$ cat config.mk
export PLATFORM = sky130hd
export DESIGN_NAME = length_prefix_deframer_unit
export DESIGN_NICKNAME = d
export VERILOG_FILES = /design/src/design/lpd_pkg.sv /design/src/design/length_prefix_deframer_unit.sv /design/src/design/lpd_front.sv /design/src/design/lpd_fifo.sv /design/src/design/lpd_back.sv
export SDC_FILE = /design/constraint.sdc
export NUM_CORES = 1
export LEC_CHECK = 0
export BUFFER_PORTS_ARGS = -buffer_cell sky130_fd_sc_hd__buf_2
export CORE_UTILIZATION = 40
export DETAILED_ROUTE_END_ITERATION = 8
export GPL_TIMING_DRIVEN = 0
export HOLD_SLACK_MARGIN = 0.06
export PLACE_DENSITY = 0.68
export SLEW_MARGIN = 10
export SYNTH_ARGS = -nofsm -noshare
export SYNTH_HDL_FRONTEND = slang
export SYNTH_HIERARCHICAL = 1
export SYNTH_SLANG_ARGS = --single-unit
$ cat constraint.sdc
create_clock -name clk_i -period 8.43 [get_ports clk_i]
set_input_delay 0.843 -clock clk_i [delete_from_list [all_inputs] [get_ports clk_i]]
set_output_delay 0.843 -clock clk_i [all_outputs]
set_load 0.005 [all_outputs]
$ cat src/design/lpd_pkg.sv
// Shared types and constants of the length-prefix deframer.
package lpd_pkg;

  localparam logic [1:0] KindPayload = 2'd0;
  localparam logic [1:0] KindEmpty   = 2'd1;
  localparam logic [1:0] KindError   = 2'd2;

  localparam logic [31:0] LenMaxNarrow = 32'h0000_FFFF;
  localparam logic [31:0] LenMaxWide   = 32'd3145728;

  localparam logic [2:0] HdrBytesNarrow = 3'd2;
  localparam logic [2:0] HdrBytesWide   = 3'd4;

  localparam int unsigned LeftWidth = 22;
  localparam int unsigned FifoDepth = 4;

  typedef struct packed {
    logic [1:0] kind;
    logic [7:0] data;
    logic       last;
  } result_t;

endpackage

$ cat src/design/length_prefix_deframer_unit.sv
// Top level of the length-prefix deframer: configuration register and stage wiring.
//
// The deframer splits a byte stream into messages that each start with a
// big-endian length header of two or four bytes. Bytes enter on the input
// channel (in_valid_i, in_stall_o, data_byte_i); one transfer moves one byte.
// Results leave on the output channel (out_valid_o, out_stall_i, result_kind_o,
// out_byte_o, last_in_frame_o): a payload byte, an empty-frame marker or a
// length error. Header bytes that do not end in an error or empty frame give
// no result. The header width is set through the configuration channel
// (cfg_valid_i, cfg_ready_o, cfg_header_wide_i), which is always ready. The user must
// write it only while no result is outstanding; the block does not enforce this.
// One byte is taken every cycle while in_stall_o is low. A result is written
// into the queue at the edge of the transfer that caused it; from the queue it
// is loaded into the output register, from which it leaves on the output
// channel. The front end and the output register are parted by a result
// queue of Depth entries; when the receiver stalls, the queue fills and then
// the input channel is stalled, so nothing is lost.
// Reset clears the header collector, the payload counter, the queue and the
// configuration register (two-byte headers).
module length_prefix_deframer_unit #(
  parameter int unsigned Depth = lpd_pkg::FifoDepth
) (
  input  logic       clk_i,
  input  logic       rst_ni,
  input  logic       cfg_valid_i,
  output logic       cfg_ready_o,
  input  logic       cfg_header_wide_i,
  input  logic       in_valid_i,
  output logic       in_stall_o,
  input  logic [7:0] data_byte_i,
  output logic       out_valid_o,
  input  logic       out_stall_i,
  output logic [1:0] result_kind_o,
  output logic [7:0] out_byte_o,
  output logic       last_in_frame_o
);

  logic             header_wide_q;
  logic             fifo_full;
  logic             accept;
  logic             push;
  logic             pop;
  logic             fifo_rvalid;
  lpd_pkg::result_t front_res;
  lpd_pkg::result_t fifo_res;

  // The configuration register can be written in any cycle.
  assign cfg_ready_o = 1'b1;

  always_ff @(posedge clk_i or negedge rst_ni) begin
    if (!rst_ni) begin
      header_wide_q <= 1'b0;
    end else if (cfg_valid_i && cfg_ready_o) begin
      header_wide_q <= cfg_header_wide_i;
    end
  end

  // A byte is taken only while the queue has room for whatever it may produce.
  assign in_stall_o = fifo_full;
  assign accept     = in_valid_i && !in_stall_o;

  lpd_front u_front (
    .clk_i        (clk_i),
    .rst_ni       (rst_ni),
    .accept_i     (accept),
    .data_byte_i  (data_byte_i),
    .header_wide_i(header_wide_q),
    .push_o       (push),
    .result_o     (front_res)
  );

  lpd_fifo #(
    .Depth(Depth)
  ) u_fifo (
    .clk_i   (clk_i),
    .rst_ni  (rst_ni),
    .push_i  (push),
    .wdata_i (front_res),
    .full_o  (fifo_full),
    .pop_i   (pop),
    .rvalid_o(fifo_rvalid),
    .rdata_o (fifo_res)
  );

  lpd_back u_back (
    .clk_i          (clk_i),
    .rst_ni         (rst_ni),
    .rvalid_i       (fifo_rvalid),
    .rdata_i        (fifo_res),
    .pop_o          (pop),
    .out_valid_o    (out_valid_o),
    .out_stall_i    (out_stall_i),
    .result_kind_o  (result_kind_o),
    .out_byte_o     (out_byte_o),
    .last_in_frame_o(last_in_frame_o)
  );

endmodule

$ cat src/design/lpd_front.sv
// Front end: collects length headers, checks them and classifies payload bytes.
module lpd_front (
  input  logic             clk_i,
  input  logic             rst_ni,
  input  logic             accept_i,
  input  logic [7:0]       data_byte_i,
  input  logic             header_wide_i,
  output logic             push_o,
  output lpd_pkg::result_t result_o
);

  logic                            in_payload_q, in_payload_d;
  logic [2:0]                      hdr_count_q, hdr_count_d;
  logic [31:0]                     hdr_accum_q, hdr_accum_d;
  logic [lpd_pkg::LeftWidth-1:0]   left_q, left_d;

  logic [lpd_pkg::LeftWidth-1:0]   left_dec;
  logic [31:0]                     accum_next;
  logic [2:0]                      count_next;
  logic [2:0]                      need;
  logic [31:0]                     len;
  logic                            len_ok;
  logic                            has_result;
  lpd_pkg::result_t                res;

  always_comb begin
    in_payload_d = in_payload_q;
    hdr_count_d  = hdr_count_q;
    hdr_accum_d  = hdr_accum_q;
    left_d       = left_q;
    has_result   = 1'b0;
    res          = '0;

    left_dec   = (left_q != '0) ? left_q - 1'b1 : left_q;
    accum_next = {hdr_accum_q[23:0], data_byte_i};
    count_next = hdr_count_q + 3'd1;
    need       = header_wide_i ? lpd_pkg::HdrBytesWide : lpd_pkg::HdrBytesNarrow;
    len        = header_wide_i ? accum_next : (accum_next & lpd_pkg::LenMaxNarrow);
    len_ok     = !header_wide_i || (!accum_next[31] && (accum_next <= lpd_pkg::LenMaxWide));

    if (accept_i) begin
      if (in_payload_q) begin
        has_result = 1'b1;
        res.kind   = lpd_pkg::KindPayload;
        res.data   = data_byte_i;
        res.last   = (left_dec == '0);
        if (left_dec == '0) begin
          in_payload_d = 1'b0;
          hdr_count_d  = '0;
          hdr_accum_d  = '0;
          left_d       = '0;
        end else begin
          left_d = left_dec;
        end
      end else if (count_next < need) begin
        hdr_accum_d = accum_next;
        hdr_count_d = count_next;
      end else begin
        hdr_count_d = '0;
        hdr_accum_d = '0;
        if (!len_ok) begin
          has_result = 1'b1;
          res.kind   = lpd_pkg::KindError;
          left_d     = '0;
        end else if (len == '0) begin
          has_result = 1'b1;
          res.kind   = lpd_pkg::KindEmpty;
          left_d     = '0;
        end else begin
          in_payload_d = 1'b1;
          left_d       = len[lpd_pkg::LeftWidth-1:0];
        end
      end
    end
  end

  always_ff @(posedge clk_i or negedge rst_ni) begin
    if (!rst_ni) begin
      in_payload_q <= 1'b0;
      hdr_count_q  <= '0;
      hdr_accum_q  <= '0;
      left_q       <= '0;
    end else begin
      in_payload_q <= in_payload_d;
      hdr_count_q  <= hdr_count_d;
      hdr_accum_q  <= hdr_accum_d;
      left_q       <= left_d;
    end
  end

  assign push_o   = has_result;
  assign result_o = res;

  // While payload is streaming the header collector is cleared and bytes remain.
  a_payload_hdr_clear: assert property (@(posedge clk_i) disable iff (!rst_ni)
    in_payload_q |-> (hdr_count_q == '0) && (hdr_accum_q == '0))
    else $error("header state not cleared during payload");

  a_payload_left: assert property (@(posedge clk_i) disable iff (!rst_ni)
    in_payload_q |-> (left_q != '0))
    else $error("payload mode with no bytes left");

  a_idle_left: assert property (@(posedge clk_i) disable iff (!rst_ni)
    !in_payload_q |-> (left_q == '0))
    else $error("stale payload count while awaiting header");

endmodule

$ cat src/design/lpd_fifo.sv
// Small result queue between the front end and the output stage.
module lpd_fifo #(
  parameter int unsigned Depth = lpd_pkg::FifoDepth
) (
  input  logic             clk_i,
  input  logic             rst_ni,
  input  logic             push_i,
  input  lpd_pkg::result_t wdata_i,
  output logic             full_o,
  input  logic             pop_i,
  output logic             rvalid_o,
  output lpd_pkg::result_t rdata_o
);

  localparam int unsigned PtrW = (Depth > 1) ? $clog2(Depth) : 1;
  localparam int unsigned CntW = $clog2(Depth + 1);

  lpd_pkg::result_t mem_q [Depth];
  logic [PtrW-1:0]  wr_ptr_q, rd_ptr_q;
  logic [CntW-1:0]  count_q;
  logic             do_push, do_pop;

  assign do_push  = push_i && !full_o;
  assign do_pop   = pop_i && rvalid_o;
  assign full_o   = (count_q == CntW'(Depth));
  assign rvalid_o = (count_q != '0);
  assign rdata_o  = mem_q[rd_ptr_q];

  always_ff @(posedge clk_i) begin
    if (do_push) begin
      mem_q[wr_ptr_q] <= wdata_i;
    end
  end

  always_ff @(posedge clk_i or negedge rst_ni) begin
    if (!rst_ni) begin
      wr_ptr_q <= '0;
      rd_ptr_q <= '0;
      count_q  <= '0;
    end else begin
      if (do_push) begin
        wr_ptr_q <= (wr_ptr_q == PtrW'(Depth - 1)) ? '0 : wr_ptr_q + 1'b1;
      end
      if (do_pop) begin
        rd_ptr_q <= (rd_ptr_q == PtrW'(Depth - 1)) ? '0 : rd_ptr_q + 1'b1;
      end
      if (do_push && !do_pop) begin
        count_q <= count_q + 1'b1;
      end else if (do_pop && !do_push) begin
        count_q <= count_q - 1'b1;
      end
    end
  end

  a_no_overflow: assert property (@(posedge clk_i) disable iff (!rst_ni)
    !(push_i && full_o))
    else $error("result pushed into a full queue");

  a_count_bound: assert property (@(posedge clk_i) disable iff (!rst_ni)
    count_q <= CntW'(Depth))
    else $error("queue count beyond depth");

  a_pop_nonempty: assert property (@(posedge clk_i) disable iff (!rst_ni)
    pop_i |-> rvalid_o)
    else $error("pop from an empty queue");

endmodule

$ cat src/design/lpd_back.sv
// Output stage: holds one result in a register until the receiver takes it.
module lpd_back (
  input  logic             clk_i,
  input  logic             rst_ni,
  input  logic             rvalid_i,
  input  lpd_pkg::result_t rdata_i,
  output logic             pop_o,
  output logic             out_valid_o,
  input  logic             out_stall_i,
  output logic [1:0]       result_kind_o,
  output logic [7:0]       out_byte_o,
  output logic             last_in_frame_o
);

  logic             valid_q, valid_d;
  lpd_pkg::result_t res_q;
  logic             load;

  assign load    = rvalid_i && (!valid_q || !out_stall_i);
  assign pop_o   = load;
  assign valid_d = load ? 1'b1 : (valid_q && out_stall_i);

  always_ff @(posedge clk_i or negedge rst_ni) begin
    if (!rst_ni) begin
      valid_q <= 1'b0;
    end else begin
      valid_q <= valid_d;
    end
  end

  always_ff @(posedge clk_i) begin
    if (load) begin
      res_q <= rdata_i;
    end
  end

  assign out_valid_o     = valid_q;
  assign result_kind_o   = res_q.kind;
  assign out_byte_o      = res_q.data;
  assign last_in_frame_o = res_q.last;

endmodule

==> metrics, run 1 <==
run status=complete, but fails checks; failing checks=design-rule violations; Max Clk Rate=approximately 240 MHz; CTS tree=yes; final cycle utilization of the critical path=48.64%; Switch Pwr=around 830 uW; Worst-Margin Slew=around 0.79 ns; r2r worst-path depth=14; P_leak=around 0.0027 uW; #FFs+latches synth=114; end point of the critical path=u_fifo/count_q[1]; clock sinks=114; Power Internal=1565 uW; Yosys top cell by area=edfxtp_1; r2r endpoint=u_fifo/count_q[1]; Tightest Hold Check Type=input port to asynchronous set/reset pin; sequential power share=38.6%; largest family of logic cells by synthesized area=compound AO/OA/AOI/OAI gates; max-slew violation count=0; setup slack after layout=about 4.3 ns; max-cap viol count=0; Clock Path Buffers=2; pwr/cell area=343.2 nW/um^2; Clock Latency Late Sink=0.42 ns; final wirelength=approximately 15000 um; arrival time of the worst setup path=4.40 ns; Chip Height=124.9 um; post-synth top area share=a little over a quarter; worst ir drop on vdd=0.1772 mV; total grt overflow=0; total die area=15590 um^2; GRT Overall Usage=20.24%; Startpoint Class=flop; Die W=124.9 um; CTS buffer count=17; Clock transition at path regs=0.05 ns; synthesized area=6040 um^2; crit path kind=flop to flop; drc violations=8; Cell variety after synth=78; Initial Util=between 40% and 50%; vias in the first global route=4537; Combinational Power Share=approximately 32%; Tmin final=4.100 ns; Crit Path Max Fanout=10; core area=14640 um^2; setup bufs post-CTS=0; IO Count=28; RSZ-0062 raised after global routing=no; simple-gate area share of the yosys netlist=15.52%; syn avg cell area=11.68 um^2; via/cell ratio=~6.0; fraction of layout cells with a size suffix above 1=22.09%; Hold-fix buffers, CTS=0; Area Overhead vs Synth=15.58%; Sum Neg Setup Slack=0 ns; number of diodes=0; Clock Power Share=29.1%; Seq/Total Area, Yosys=51.79%; flop-to-flop setup slack=4.33 ns; post-route ant nets=0; Layout Nets=587; clk_skew=0.007857 ns; multiplexer share of the synthesized area=6.236%; Setup violations, final=0; Synth async-reset ratio=about half; Synth Area in XOR/XNOR=less than 1%; first-pass GRT wire length=24170 um; Ys Warns=6; Slew HR=47.16%; DPL Wire Length=10310 um; Synth Area in Adders=~2.4%; placer congestion estimate=0.9337; Worst R2R Start=header_wide_q; Synth Area in Compound Gates=between 10% and 20%; IO Port Bufs=26; cell count after synthesis=just over 500; dpl ws=roughly 4.1 ns; Required @ worst endpoint=8.73 ns; kind of end point of the critical path=flop; TritonRoute pass-1 iters=8; CTS HTree Levels=4; Synth Flop Type=dfrtp_1; CTS Root Cell=clkbuf_16; largest net degree at the start of global routing=60; cts repair resizes=0; via count=approximately 4.6k; final hold violations=0; row cnt=44; initial antenna violation count=0; syn_nets=542; Setup crit start=header_wide_q; ranking of synthesized cells by area=edfxtp_1, dfrtp_1, a22oi_1; switching share of power=34.67%; wire per inst=19.41 um; Post-synth EDFFs=between 50 and 60; DR iter-0 viols=445
how the worst min path moves through the flow:
| stage | end |
|---|---|
| 2_1_floorplan | u_front/hdr_count_q[0] |
| 3_3_place_gp | u_fifo/count_q[2] |
| 3_5_place_dp | u_fifo/count_q[2] |
| 4_1_cts | u_fifo/count_q[2] |
| 5_1_grt | u_front/hdr_count_q[0] |
| 6_report | u_back/out_valid_o |
through the flow:
| stage | util, % | hold slack [ns] | area, um^2 | instances | power, uW |
|---|---|---|---|---|---|
| 6_report | 47.67 | 0.4906 | 6980 | 759 | 2396 |
| 5_1_grt | 47.67 | 0.5088 | 6980 | 759 | 2528 |
| 3_3_place_gp | 43.70 | 0.4791 | 6400 | 727 | 1662 |
| 4_1_cts | 47.67 | 0.4990 | 6980 | 759 | 2408 |
| 2_1_floorplan | - | 0.4638 | 6040 | 517 | 1465 |
| 3_5_place_dp | 43.72 | 0.4879 | 6402 | 727 | 1701 |
power groups by stage:
stage	Sequential [uW]	Combinational, uW	Clock [uW]
global placement	921	742	0
detailed placement	928	774	0
global route	943	848	736
floorplan	889	576	0
finish	924	776	696
CTS	921	775	712
registers in the layout, indices dropped and copies added, names as in the netlist, 2 cells and up:
signal,cells
u_fifo/count_q,3
u_back/out_byte_o,8
u_fifo/rd_ptr_q,2
u_fifo/wr_ptr_q,2
u_fifo/mem_q,44
u_back/result_kind_o,2
u_front/hdr_accum_q,24
u_front/hdr_count_q,3
u_front/left_q,22
critical path, cell delays in order (launching register included):
cell	delay, ns
dfrtp_1	0.38
clkbuf_1	0.42
inv_1	0.10
ha_1	0.30
o21ai_0	0.10
nand2b_1	0.12
o21ai_1	0.63
clkbuf_1	0.52
nor2_1	0.11
nor2b_2	0.17
buf_6	0.14
ha_1	0.22
inv_1	0.08
fa_1	0.41
mux2_2	0.27
synthesized netlist by cell type, types with 3 or more instances:
master / number
a211oi_1: 4
a21oi_1: 12
a221o_1: 5
a22oi_1: 30
a311oi_1: 3
a31oi_1: 6
and2_2: 5
and3_1: 11
buf_6: 6
clkbuf_1: 18
dfrtp_1: 59
edfxtp_1: 55
ha_1: 10
inv_1: 38
mux2_4: 5
mux4_1: 6
mux4_2: 5
nand2_1: 29
nand2b_1: 3
nand3_1: 10
nand4_1: 6
nor2_1: 29
nor2b_1: 3
nor3_1: 10
nor3b_1: 3
nor4_1: 16
nor4_4: 3
o211ai_1: 3
o21a_1: 4
o21ai_0: 29
o21ai_2: 19
o31ai_1: 5
o41ai_1: 4
or3_1: 3
or4_1: 3
or4_4: 3
xor2_1: 3
metal layers:
layer	wire, um	vias to the layer above	global-route usage, %
li1	-	2072	-
met1	6119	2242	25.36
met2	7061	200	31.89
met3	1017	37	5.928
met4	533	0	10.19
met5	0	-	0
placed cells by master (no fill, tap or decap), types with 4 or more instances in the layout:
cell type / synthesis / final
a211oi_1: 4 / 4
a21oi_1: 12 / 12
a221o_1: 5 / 5
a22oi_1: 30 / 30
a31oi_1: 6 / 6
and2_2: 5 / 5
and3_1: 11 / 11
buf_2: 2 / 27
buf_6: 6 / 6
clkbuf_1: 18 / 19
clkbuf_16: 0 / 17
clkinvlp_4: 0 / 4
dfrtp_1: 59 / 59
edfxtp_1: 55 / 55
ha_1: 10 / 10
inv_1: 38 / 38
mux2_4: 5 / 5
mux4_1: 6 / 6
mux4_2: 5 / 5
nand2_1: 29 / 29
nand3_1: 10 / 10
nand4_1: 6 / 6
nor2_1: 29 / 29
nor3_1: 10 / 10
nor4_1: 16 / 16
o21a_1: 4 / 4
o21ai_0: 29 / 29
o21ai_2: 19 / 19
o31ai_1: 5 / 5
o41ai_1: 4 / 4
area by class of cell:
cell class              count  area [um^2]
inverters                  38        142.6
well taps                 184        230.2
fillers                  1302         7664
multi-input cells         332         2544
clock buffers              19        442.9
plain buffers              33        225.2
flip-flops and latches    114         3128
repair buffers             26        132.6
clock inverters            13        135.1
cells by family (layout without fill, tap and decap cells):
group	count (synthesis)	in the layout
flip-flops	114	114
other	1	1
adder cells (fa/ha/maj)	11	11
multiplexers	19	19
XOR/XNOR	4	4
buffers and inverters	71	129
AO/OA/AOI/OAI	142	142
AND/OR/NAND/NOR	155	155
Power figures use the tool's default switching activity.
==> run 2: changes to the inputs <==
- clock period: 8.43 -> 3.95 ns (I/O delays scaled with it)
==> run 2 against run 1 <==
Compared with the run above:
- the flow still finishes with violations (design-rule violations)
- critical endpoint is now u_front/hdr_accum_q[15]
- critical path type unchanged
- combinational power increased by 110%
- largest power group unchanged
- highest routed layer unchanged
- via count unchanged
- die area unchanged
==> metrics, run 2 (synthesis gave the netlist of run 1 again) <==
run status=complete, but fails checks; failing checks=design-rule violations; DR iter-0 viols=438 (-1.6%); Max Clk Rate=269.0 MHz (+10%); initial antenna violation count=0 (unchanged); total die area=15590 um^2 (unchanged); DP Cell Count=727 (unchanged); commonest non-fill, non-tap cells in the layout=dfrtp_1, edfxtp_1, inv_1, a22oi_1, nand2_1; Clock Path Buffers=2 (unchanged); pwr/cell area=732.0 nW/um^2 (+110%); Tmin final=3.717 ns (-0.3834 ns); number of diodes=0 (unchanged); Clock Power Share=29.0% (about the same); CTS tree=yes; largest net degree at the start of global routing=60 (unchanged); final wirelength=14740 um (about the same); Setup violations, final=0 (unchanged); Crit path largest cell delay=0.61 ns (-0.02 ns); IO Count=28 (unchanged); clock sinks=114 (unchanged); vias in the first global route=4539 (+0.044%); switching share of power=34.71% (+0.044 points); drc violations=8 (unchanged); wire per inst=19.43 um (about the same); worst ir drop on vdd=0.3804 mV (+110%); final hold violations=0 (unchanged); post-route ant nets=0 (unchanged); Power Internal=3344 uW (+110%); CTS buffer count=17 (unchanged); RSZ-0062 raised after global routing=no; post-layout util=47.79% (+0.12 points); via/cell ratio=5.996 (unchanged); Crit Path Max Fanout=10 (unchanged); Combinational Power Share=32.5% (about the same); max-slew violation count=0 (unchanged); arrival time of the worst setup path=4.01 ns (-0.39 ns); fraction of layout cells with a size suffix above 1=22.96% (+0.87 points); IO Port Bufs=26 (unchanged); Layout Nets=587 (unchanged); max FFs per register=44 (unchanged); setup slack after layout=0.2330 ns (-4.097 ns); row cnt=44 (unchanged); DPL Wire Length=10310 um (unchanged); Slew HR=47.47% (+0.30 points); clk_skew=0.009071 ns (+0.001215 ns); P_leak=0.002698 uW (+0.31%); Clock Latency Late Sink=0.42 ns (about the same); first-pass GRT wire length=24160 um (about the same); Tightest Hold Check Type=input port to asynchronous set/reset pin; Switch Pwr=1778 uW (+110%); placer congestion estimate=0.9337 (unchanged); Critical Path Slowest Stage Cell=or4_4; biggest regs=u_fifo/mem_q: 44 flops, u_front/hdr_accum_q: 24 flops, u_front/left_q: 22 flops; largest reg by FF count=u_fifo/mem_q; Worst-Margin Slew=0.7880 ns (+0.0007072 ns); Initial Util=41.24% (unchanged); final cycle utilization of the critical path=94.10% (+45 points); Hold-fix buffers, CTS=0 (unchanged); TritonRoute pass-1 iters=7 (-1); sequential power share=38.5% (about the same); crit path kind=flop to flop; total grt overflow=0 (unchanged); via count=4551 (unchanged); Post-Layout Cell Count=759 (unchanged); DP Area=6402 um^2 (unchanged); Required @ worst endpoint=4.24 ns (-4.49 ns); Area Overhead vs Synth=15.87%; GRT Overall Usage=20.23% (about the same); CTS HTree Levels=4 (unchanged); worst-path cell chain=clkbuf_1 > inv_1 > ha_1 > nor3b_2 > and2_2 > a311oi_1 > or4b_1 > or4_4 > o21ai_4 > buf_8 > o21ai_2; Clock transition at path regs=0.05 ns (about the same); max-cap viol count=0 (unchanged); Final Cell Area=6998 um^2 (+0.25%); Startpoint Class=flop; most common cell after layout, fill and taps aside=dfrtp_1; dpl ws=-0.07100 ns (-4.207 ns); kind of end point of the critical path=flop; Chip Height=124.9 um (unchanged); core area=14640 um^2 (unchanged); Die W=124.9 um (unchanged); CTS Root Cell=clkbuf_16
run 2: cell counts in the layout (fill, tap and decap cells not counted):
No cell type changed its count.
run 2: final cells by class:
class,instances,area [um^2]
fill,1301,7646
sequential,114,3128
multi-input combinational,332,2560
clock buffer,19,442.9
tap,184,230.2
buffer,33,226.5
inverter,38,142.6
clock inverter,13,135.1
timing repair buffer,26,132.6
run 2: what timing repair did:
| action | CTS | global route |
|---|---|---|
| pin swaps | 0 | 0 |
| setup buffers | 0 | 0 |
| gates resized for setup | 1 | 6 |
| hold endpoints to repair | 0 | 0 |
| setup endpoints to repair | 1 | 22 |
run 2: path summary, 6_finish.rpt:
| path | cells past startpoint | startpoint | slack [ns] | endpoint |
|---|---|---|---|---|
| max in group asynchronous | 1 | rst_ni | 3.36 | u_front/hdr_accum_q[17] |
| min in group clk_i | 2 | out_stall_i | 0.20 | u_back/out_valid_o |
| min reg2reg | 1 | u_fifo/count_q[2] | 0.49 | u_fifo/count_q[2] |
| min | 1 | rst_ni | 0.04 | u_back/out_valid_o |
| max reg2reg | 11 | u_front/left_q[0] | 0.23 | u_front/hdr_accum_q[15] |
| max | 11 | u_front/left_q[0] | 0.23 | u_front/hdr_accum_q[15] |
run 2: critical path: cells and delay by family, from the launching register on:
| family | cells | cell delay [ns] |
|---|---|---|
| AOI/OAI and AO/OA | 3 | 0.71 |
| and+or+nand+nor | 4 | 1.58 |
| adders and majority gates | 1 | 0.26 |
| DFF | 1 | 0.33 |
| buffers and inverters | 3 | 0.71 |
run 2: metrics by stage:
| step | hold slack, ns | power [uW] | setup TNS [ns] |
|---|---|---|---|
| after floorplan | 0.09941 | 3126 | 0 |
| after CTS | 0.08068 | 5142 | 0 |
| after global placement | 0.4791 | 3547 | 0 |
| after detailed placement | 0.4879 | 3631 | -0.07100 |
| after global routing | 0.1105 | 5402 | 0 |
| final | 0.04450 | 5123 | 0 |
run 2: power by group through the flow:
stage / sequential [uW] / combinational [uW] / clock (uW)
6_report: 1970 / 1660 / 1490
3_5_place_dp: 1980 / 1650 / 0
4_1_cts: 1960 / 1660 / 1520
3_3_place_gp: 1960 / 1580 / 0
2_1_floorplan: 1900 / 1230 / 0
5_1_grt: 2020 / 1820 / 1570
run 2: metal layers:
metal	up-vias	routed length [um]	GRT usage, %
met4	0	569	10.19
met3	41	885	5.928
met5	-	0	0
met2	161	7081	31.89
li1	2070	-	-
met1	2279	6208	25.34
==> run 3: changes to the inputs <==
--- a/config.mk
+++ b/config.mk
@@ -7,9 +7,10 @@
 export LEC_CHECK = 0
 export BUFFER_PORTS_ARGS = -buffer_cell sky130_fd_sc_hd__buf_2
-export CORE_UTILIZATION = 40
+export CORE_ASPECT_RATIO = 1.2
+export CORE_UTILIZATION = 36
 export DETAILED_ROUTE_END_ITERATION = 8
 export GPL_TIMING_DRIVEN = 0
 export HOLD_SLACK_MARGIN = 0.06
-export PLACE_DENSITY = 0.68
+export PLACE_DENSITY = 0.63
 export SLEW_MARGIN = 10
 export SYNTH_ARGS = -nofsm -noshare
==> constraint.sdc (replaced) <==
create_clock -name clk_i -period 3.95 [get_ports clk_i]
set_input_delay 0.79 -clock clk_i [delete_from_list [all_inputs] [get_ports clk_i]]
set_output_delay 0.79 -clock clk_i [all_outputs]
set_load 0.005 [all_outputs]
==> run 3 against run 2 <==
Compared with the run above:
- the run now ends clean
- first-iteration DRC count rose by 6.2%
- clock power up 12%
- cell area increased by 1.3%
- sequential power about the same
- sequential share of layout area is 0.59 points lower
- non-clock buffer count decreased by 1
- register-to-register slack hardly changed
- utilization down 4.4 points
- critical path type is now input port to flop
==> metrics, run 3 (synthesis gave the netlist of run 1 again) <==
run status=finished, final reports clean; placer congestion estimate=0.9047 (-3.1%); RSZ-0062 raised after global routing=no; worst ir drop on vdd=0.3326 mV (-13%); Required @ worst endpoint=4.24 ns (about the same); arrival time of the worst setup path=4.05 ns (+0.04 ns); Initial Util=36.97% (-4.3 points); GRT Overall Usage=18.80% (-1.4 points); drc violations=0 (-8); Crit Path Max Fanout=10 (unchanged); max-cap viol count=0 (unchanged); fraction of layout cells with a size suffix above 1=23.00% (+0.040 points); Clock Path Buffers=2 (unchanged); setup slack after layout=0.1937 ns (-0.03933 ns); Power Total=5289 uW (+3.2%); via count=4523 (-0.62%); Clock transition at path regs=0.05 ns (about the same); total die area=17300 um^2 (+11%); CTS Root Cell=clkbuf_16; largest reg by FF count=u_fifo/mem_q; CTS buffer count=17 (unchanged); Worst-Margin Slew=0.7811 ns (-0.006823 ns); commonest non-fill, non-tap cells in the layout=dfrtp_1, edfxtp_1, inv_1, a22oi_1; crit path kind=input port to flop; Tightest Hold Check Type=input port to asynchronous set/reset pin; Worst Path Buf+Inv=3 (unchanged); Critical Path Slowest Stage Cell=and2_1; max FFs per register=44 (unchanged); Layout Nets=586 (-0.17%); largest net degree at the start of global routing=60 (unchanged); Sum Neg Setup Slack=0 ns (unchanged); post-route ant nets=0 (unchanged); most common cell after layout, fill and taps aside=dfrtp_1; final cycle utilization of the critical path=95.10% (+1.0 points); clock sinks=114 (unchanged); number of diodes=0 (unchanged); post-layout util=43.41% (-4.4 points); vias in the first global route=4553 (+0.31%); worst-path cell chain=buf_2 > nor4_1 > nand4_1 > o211a_1 > o21ai_0 > and2_1 > nor2_1 > nor2b_2 > buf_6 > ha_1 > inv_1 > fa_1 > mux2_2; Max Clk Rate=266.2 MHz (-1.0%); Startpoint Class=input port; first-pass GRT wire length=24420 um (+1.1%); pwr/cell area=745.8 nW/um^2 (+1.9%); row cnt=51 (+16%); TritonRoute pass-1 iters=6 (-1); biggest regs=u_fifo/mem_q: 44 flops, u_front/hdr_accum_q: 24 flops, u_front/left_q: 22 flops; Clock Latency Late Sink=0.41 ns (about the same); Die W=120.2 um (-3.7%); P_leak=0.002735 uW (+1.4%); final wirelength=15040 um (+2.0%); Hold-fix buffers, CTS=0 (unchanged); # fillers=1528 (+17%); clk_skew=0.005620 ns (-0.003451 ns); Slew HR=47.62% (+0.15 points); DR iter-0 viols=465 (+6.2%); core area=16340 um^2 (+12%); Post-Layout Cell Count=786 (+3.6%); Chip Height=143.9 um (+15%); max-slew violation count=0 (unchanged); initial antenna violation count=0 (unchanged); via/cell ratio=5.754 (-4.0%); IO Count=28 (unchanged); Tmin final=3.756 ns (+0.03933 ns); Crit path largest cell delay=0.57 ns (-0.04 ns); DP Cell Count=755 (+3.9%); IO Port Bufs=26 (unchanged); total grt overflow=0 (unchanged); Top delay family on crit path=simple AND/OR/NAND/NOR gates; DPL Wire Length=10430 um (+1.2%); kind of end point of the critical path=flop; dpl ws=-0.2959 ns (-0.2249 ns); wire per inst=19.13 um (-1.5%); CTS tree=yes; final hold violations=0 (unchanged); CTS HTree Levels=4 (unchanged); Area Overhead vs Synth=17.42%; Setup violations, final=0 (unchanged)
run 3: per-layer routing:
metal / track usage (%) / vias to the layer above / part of all wire, %
met1: 22.42 / 2231 / 41
met3: 3.849 / 45 / 5.0
li1: - / 2062 / -
met2: 31.97 / 185 / 50
met5: 0 / - / 0
met4: 9.812 / 0 / 4.1
run 3: layout make-up:
| class | instances | area (um^2) | share of cell area, % |
|---|---|---|---|
| flip-flops and latches | 114 | 3128 | 44.11 |
| multi-input cells | 332 | 2552 | 35.99 |
| clock buffers | 17 | 425.4 | 5.999 |
| well taps | 212 | 265.3 | 3.740 |
| clock inverters | 15 | 222.7 | 3.140 |
| plain buffers | 32 | 222.7 | 3.140 |
| inverters | 38 | 142.6 | 2.011 |
| repair buffers | 26 | 132.6 | 1.870 |
run 3: path summary, 6_finish.rpt:
check	startpoint	end	slack (ns)	cells past startpoint
setup / recovery	data_byte_i[3]	u_fifo/count_q[1]	0.19	13
hold / removal	rst_ni	u_back/out_valid_o	0.45	1
setup reg to reg	u_front/left_q[0]	u_front/hdr_accum_q[13]	0.22	12
hold reg to reg	u_fifo/count_q[2]	u_fifo/count_q[2]	0.49	1
max in group asynchronous	rst_ni	u_front/hdr_accum_q[7]	2.96	1
min in group clk_i	u_fifo/count_q[2]	u_fifo/count_q[2]	0.49	1
run 3: power by group:
group | leakage (uW) | internal, uW | switching (uW)
clock network | 0.000315 | 1080 | 591
registers | 0.00113 | 1660 | 320
logic | 0.00129 | 741 | 903
run 3: through the flow:
step / area [um^2] / hold slack (ns)
floorplan: 6040 / 0.4638
global placement: 6435 / 0.4808
detailed placement: 6437 / 0.4914
CTS: 7089 / 0.4831
global route: 7092 / 0.5136
finish: 7092 / 0.4512
run 3: repair_timing:
| action | 4_1_cts | 5_1_grt |
|---|---|---|
| gates resized for setup | 1 | 3 |
| endpoints found under the setup margin | 1 | 22 |
| buffers inserted | 0 | 0 |
